$ cat src/rtl/core/assert_macros.svh
// Assertion macros for the RTL of the ray/triangle intersection block.
`ifndef ASSERT_MACROS_SVH
`define ASSERT_MACROS_SVH

// Same-cycle implication, checked on every clock edge outside reset.
`define ASSERT_IMPLY(lbl, ante, cons) \
  lbl: assert property (@(posedge clk_i) disable iff (!rst_ni) (ante) |-> (cons)) \
    else $error("ray_triangle_intersection: implication check failed");

// Implication whose consequence is checked at the next clock edge.
`define ASSERT_NEXT(lbl, ante, cons) \
  lbl: assert property (@(posedge clk_i) disable iff (!rst_ni) (ante) |=> (cons)) \
    else $error("ray_triangle_intersection: next-cycle check failed");

`endif

$ cat src/rtl/core/rti_mul.sv
// Two-stage signed multiplier: B is split in halves, partial products are registered, then summed.
module rti_mul #(
  parameter int unsigned WA = 32,
  parameter int unsigned WB = 33
) (
  input  logic                     clk_i,
  input  logic                     en_i,
  input  logic signed [WA-1:0]     a_i,
  input  logic signed [WB-1:0]     b_i,
  output logic signed [WA+WB-1:0]  p_o
);

  localparam int unsigned Lo = WB / 2;
  localparam int unsigned Hi = WB - Lo;
  localparam int unsigned Pw = WA + WB;

  logic signed [WA+Lo:0]   plo_d, plo_q;
  logic signed [WA+Hi-1:0] phi_d, phi_q;
  logic signed [Pw-1:0]    p_q;

  // The low half of B is unsigned, the high half carries the sign.
  assign plo_d = a_i * $signed({1'b0, b_i[Lo-1:0]});
  assign phi_d = a_i * $signed(b_i[WB-1:Lo]);

  // Partial products register, then the aligned sum registers.
  always_ff @(posedge clk_i) begin
    if (en_i) begin
      plo_q <= plo_d;
      phi_q <= phi_d;
      p_q   <= (Pw'(phi_q) <<< Lo) + Pw'(plo_q);
    end
  end

  assign p_o = p_q;

endmodule

$ cat config.mk
export PLATFORM = sky130hd
export DESIGN_NAME = rti_mul
export DESIGN_NICKNAME = d
export VERILOG_FILES = /design/src/rtl/core/assert_macros.svh /design/src/rtl/core/rti_mul.sv
export SDC_FILE = /design/constraint.sdc
export NUM_CORES = 2
export LEC_CHECK = 0
export ABC_AREA = 1
export BUFFER_PORTS_ARGS = -buffer_cell sky130_fd_sc_hd__buf_2
export CAP_MARGIN = 25
export CORE_UTILIZATION = 50
export DETAILED_ROUTE_END_ITERATION = 8
export GPL_TIMING_DRIVEN = 0
export PLACE_DENSITY = 0.69
export SLEW_MARGIN = 10
export SYNTH_ARGS = -nofsm -noshare
export SYNTH_HDL_FRONTEND = slang
export SYNTH_SLANG_ARGS = --single-unit
$ cat constraint.sdc
create_clock -name clk_i -period 5.1 [get_ports clk_i]
set_input_delay 0.255 -clock clk_i [delete_from_list [all_inputs] [get_ports clk_i]]
set_output_delay 0.255 -clock clk_i [all_outputs]
set_load 0.005 [all_outputs]
==> flow_summary.toml <==
[detailed_routing]
wl_per_cell_um = 20.6
drt_first_iter_violations = 4178
ant_nets = 0
dr.pass1.iters = 6
drt_wl_total_um = 172000
vias = 43493
drc_errors = 0
via_per_inst = 5.19

[floorplanning]
dieArea_um2 = 101000
die_height_um = 318
die_x_um = 318
coreArea_um2 = 98700
num_io_pins = 132
start_util_pct = 50.6
fp-row-count = 115

[clock_network]
path_clk_slew_ps = 60
root_buffer = "clkbuf_16"
htreeDepth = 4
cts.sinks = 163
cts_buffers = 25
clock_latency_ps = 510
cts_tree = "yes"
ctsHoldBuffers = 0
clockBufferDepth = 3

[global_route]
grt.met2_usage_pct = 54.5
overflow = 0
grt_pass1_vias = 44347
grt_use_met1_pct = 44.7
gr-max-usage-layer = "met2"
grt_max_degree = 114
grtUsageTotal_pct = 34.5
grtUsageMet3_pct = 7.05
antenna_found_initial = 5
grt_pass1_wl_um = 260000

[finish]
final_layout_size_suffix_gt1_share_pct = 15.9
fillerInstances = 8810
nNetsFinal = 8445
antenna_cells = 0
area_growth_pct = 19.2

[synth]
syn_nets = 8167
yosysSeqAreaShare_pct = 9.80
synthTopCellsByArea = "fa_1, nand2_1, inv_1"
synth.avg_cell_area_um2 = 7.34
yosysWarnings = 0
synthCells = 6809
yosysTopAreaCell = "fa_1"
synth-seq-cells = 163
synth_commonest_cells = "nand2_1, inv_1, fa_1"
synthFlopType = "edfxtp_1"
synth_most_common_cell = "nand2_1"
synthDistinctLibCells = 30
synth_top_area_share_pct = 40.5
syn_area_um2 = 50000
ys_async_sr_fraction_pct = 0
synth_edf_count = 163

[placement]
gp_congestion = 1.01
dp_hpwl_um = 143000
io_buffers = 99

[timing]
hold_violations = 0
worst_slack_ps = -130
timing.final.crit_share_pct = 103
rsz0062_at_grt = "yes"
timing.fmax_mhz = 191
slew_violations = 0
finalSetupViolCount = 12
period_minus_slack_ps = 5230
fin_skew_ps = 21.5
worstMarginPinSlew_ps = 872
timing.hold.ws_ps = 143
relSlewSlack_pct = 41.9

[worst_setup_path]
r2r-end = "p_o[51]"
worstSetupEndpoint = "plo_q[44]"
r2r_start = "plo_q[48]"
cp-startpoint = "b_i[5]"
ff2ff_path_depth = 8
cp-end-kind = "flop"
r2r_slack_ps = 2160
path_max_fanout = 7
cp_data_required_time_ps = 5320
worstSetupPathType = "in2reg"
start_kind = "input port"
crit_arrival_ps = 5460

[run]
max_cap_viol_count = 0

[outcome]
violations = "setup timing"
status = "finished with violations"

[hold_path]
hp-class = "in2reg"
## flip-flops by register name, summed over array words and instances (netlist names)
register / flops
phi_q: 49
p_o: 65
plo_q: 49
## worst max-delay path, cell delays in order
cell,delay [ps]
buf_6,120
clkbuf_16,190
nand2_8,60
fa_1,570
inv_2,50
fa_2,630
inv_4,80
fa_1,470
fa_1,510
inv_1,50
fa_1,490
inv_2,40
fa_2,610
inv_2,70
ha_4,300
nand2_4,110
inv_1,60
nand2_1,70
nand2_1,80
o21bai_1,180
nor2_2,160
nand3_1,100
nand2_1,80
nand2_2,90
## worst min path at each step
stage | start | endpoint | slack (ps) | cells past startpoint
2_1_floorplan | en_i | p_o[0] | 370 | 0
3_3_place_gp | plo_q[1] | p_o[1] | 400 | 0
3_5_place_dp | plo_q[8] | p_o[8] | 400 | 0
4_1_cts | b_i[0] | plo_q[0] | 120 | 3
5_1_grt | b_i[0] | plo_q[0] | 160 | 3
6_report | b_i[0] | plo_q[0] | 140 | 3
## per-layer routing
layer  vias to the layer above  wire (um)
li1                      19538          -
met1                     21246      67000
met3                       537      17700
met5                         -         55
met4                         8      11300
met2                      2164      76200
## placed cells by master (no fill, tap or decap), types with 10 or more instances in the layout
cell type,count
buf_4,147
clkbuf_16,84
buf_2,79
inv_2,87
nand2_1,2111
clkbuf_8,37
nand3_2,27
nand2_4,49
xor2_1,67
inv_1,2056
buf_8,51
fa_1,956
clkbuf_2,13
ha_4,70
fa_2,55
o21bai_1,10
buf_12,23
nand4_1,42
clkbuf_4,17
nor2_4,53
nand2_2,117
edfxtp_1,163
a21oi_1,36
nor2_1,131
buf_6,45
nor2_2,74
nand3_1,135
nor3_1,14
ha_1,208
a21oi_2,34
## stage by stage
| stage | utilization (%) | setup TNS [ps] | setup slack [ps] | instance area, um^2 | std cells |
|---|---|---|---|---|---|
| floorplan | - | -180 | -34.6 | 51200 | 6809 |
| global placement | 54.0 | -100570 | -1650 | 53300 | 8195 |
| detailed placement | 54.0 | -99670 | -1690 | 53300 | 8196 |
| CTS | 57.9 | -480 | -93.4 | 57200 | 8286 |
| global route | 60.3 | -4060 | -187 | 59500 | 8378 |
| finish | 60.3 | -501 | -130 | 59500 | 8378 |
## area by class of cell
class | instances | area [um^2] | share of cell area [%]
clock inverters | 6 | 33.8 | 0.0567
inverters | 2156 | 8130 | 13.6
clock buffers | 25 | 626 | 1.05
repair buffers | 251 | 2060 | 3.45
well taps | 1287 | 1610 | 2.70
flip-flops and latches | 163 | 4890 | 8.22
plain buffers | 227 | 3400 | 5.72
multi-input cells | 4263 | 38800 | 65.1
## logic make-up after synthesis
family | Yosys count | share of synthesized area, %
AND/OR/NAND/NOR | 2791 | 22.3
flip-flops | 163 | 9.80
adder cells (fa/ha/maj) | 1291 | 47.5
XOR/XNOR | 83 | 1.45
buffers and inverters | 2383 | 17.9
AO/OA/AOI/OAI | 98 | 1.06
## timing repair
| action | 4_1_cts | 5_1_grt |
|---|---|---|
| buffers inserted | 58 | 85 |
| pin swaps | 98 | 238 |
| setup endpoints to repair | 79 | 67 |
| gates resized for setup | 647 | 544 |
| gates cloned | 1 | 7 |
Power is left out: the tool's default activity adds up to more than one toggle a clock period on the data nets, which glitch-free logic cannot reach.
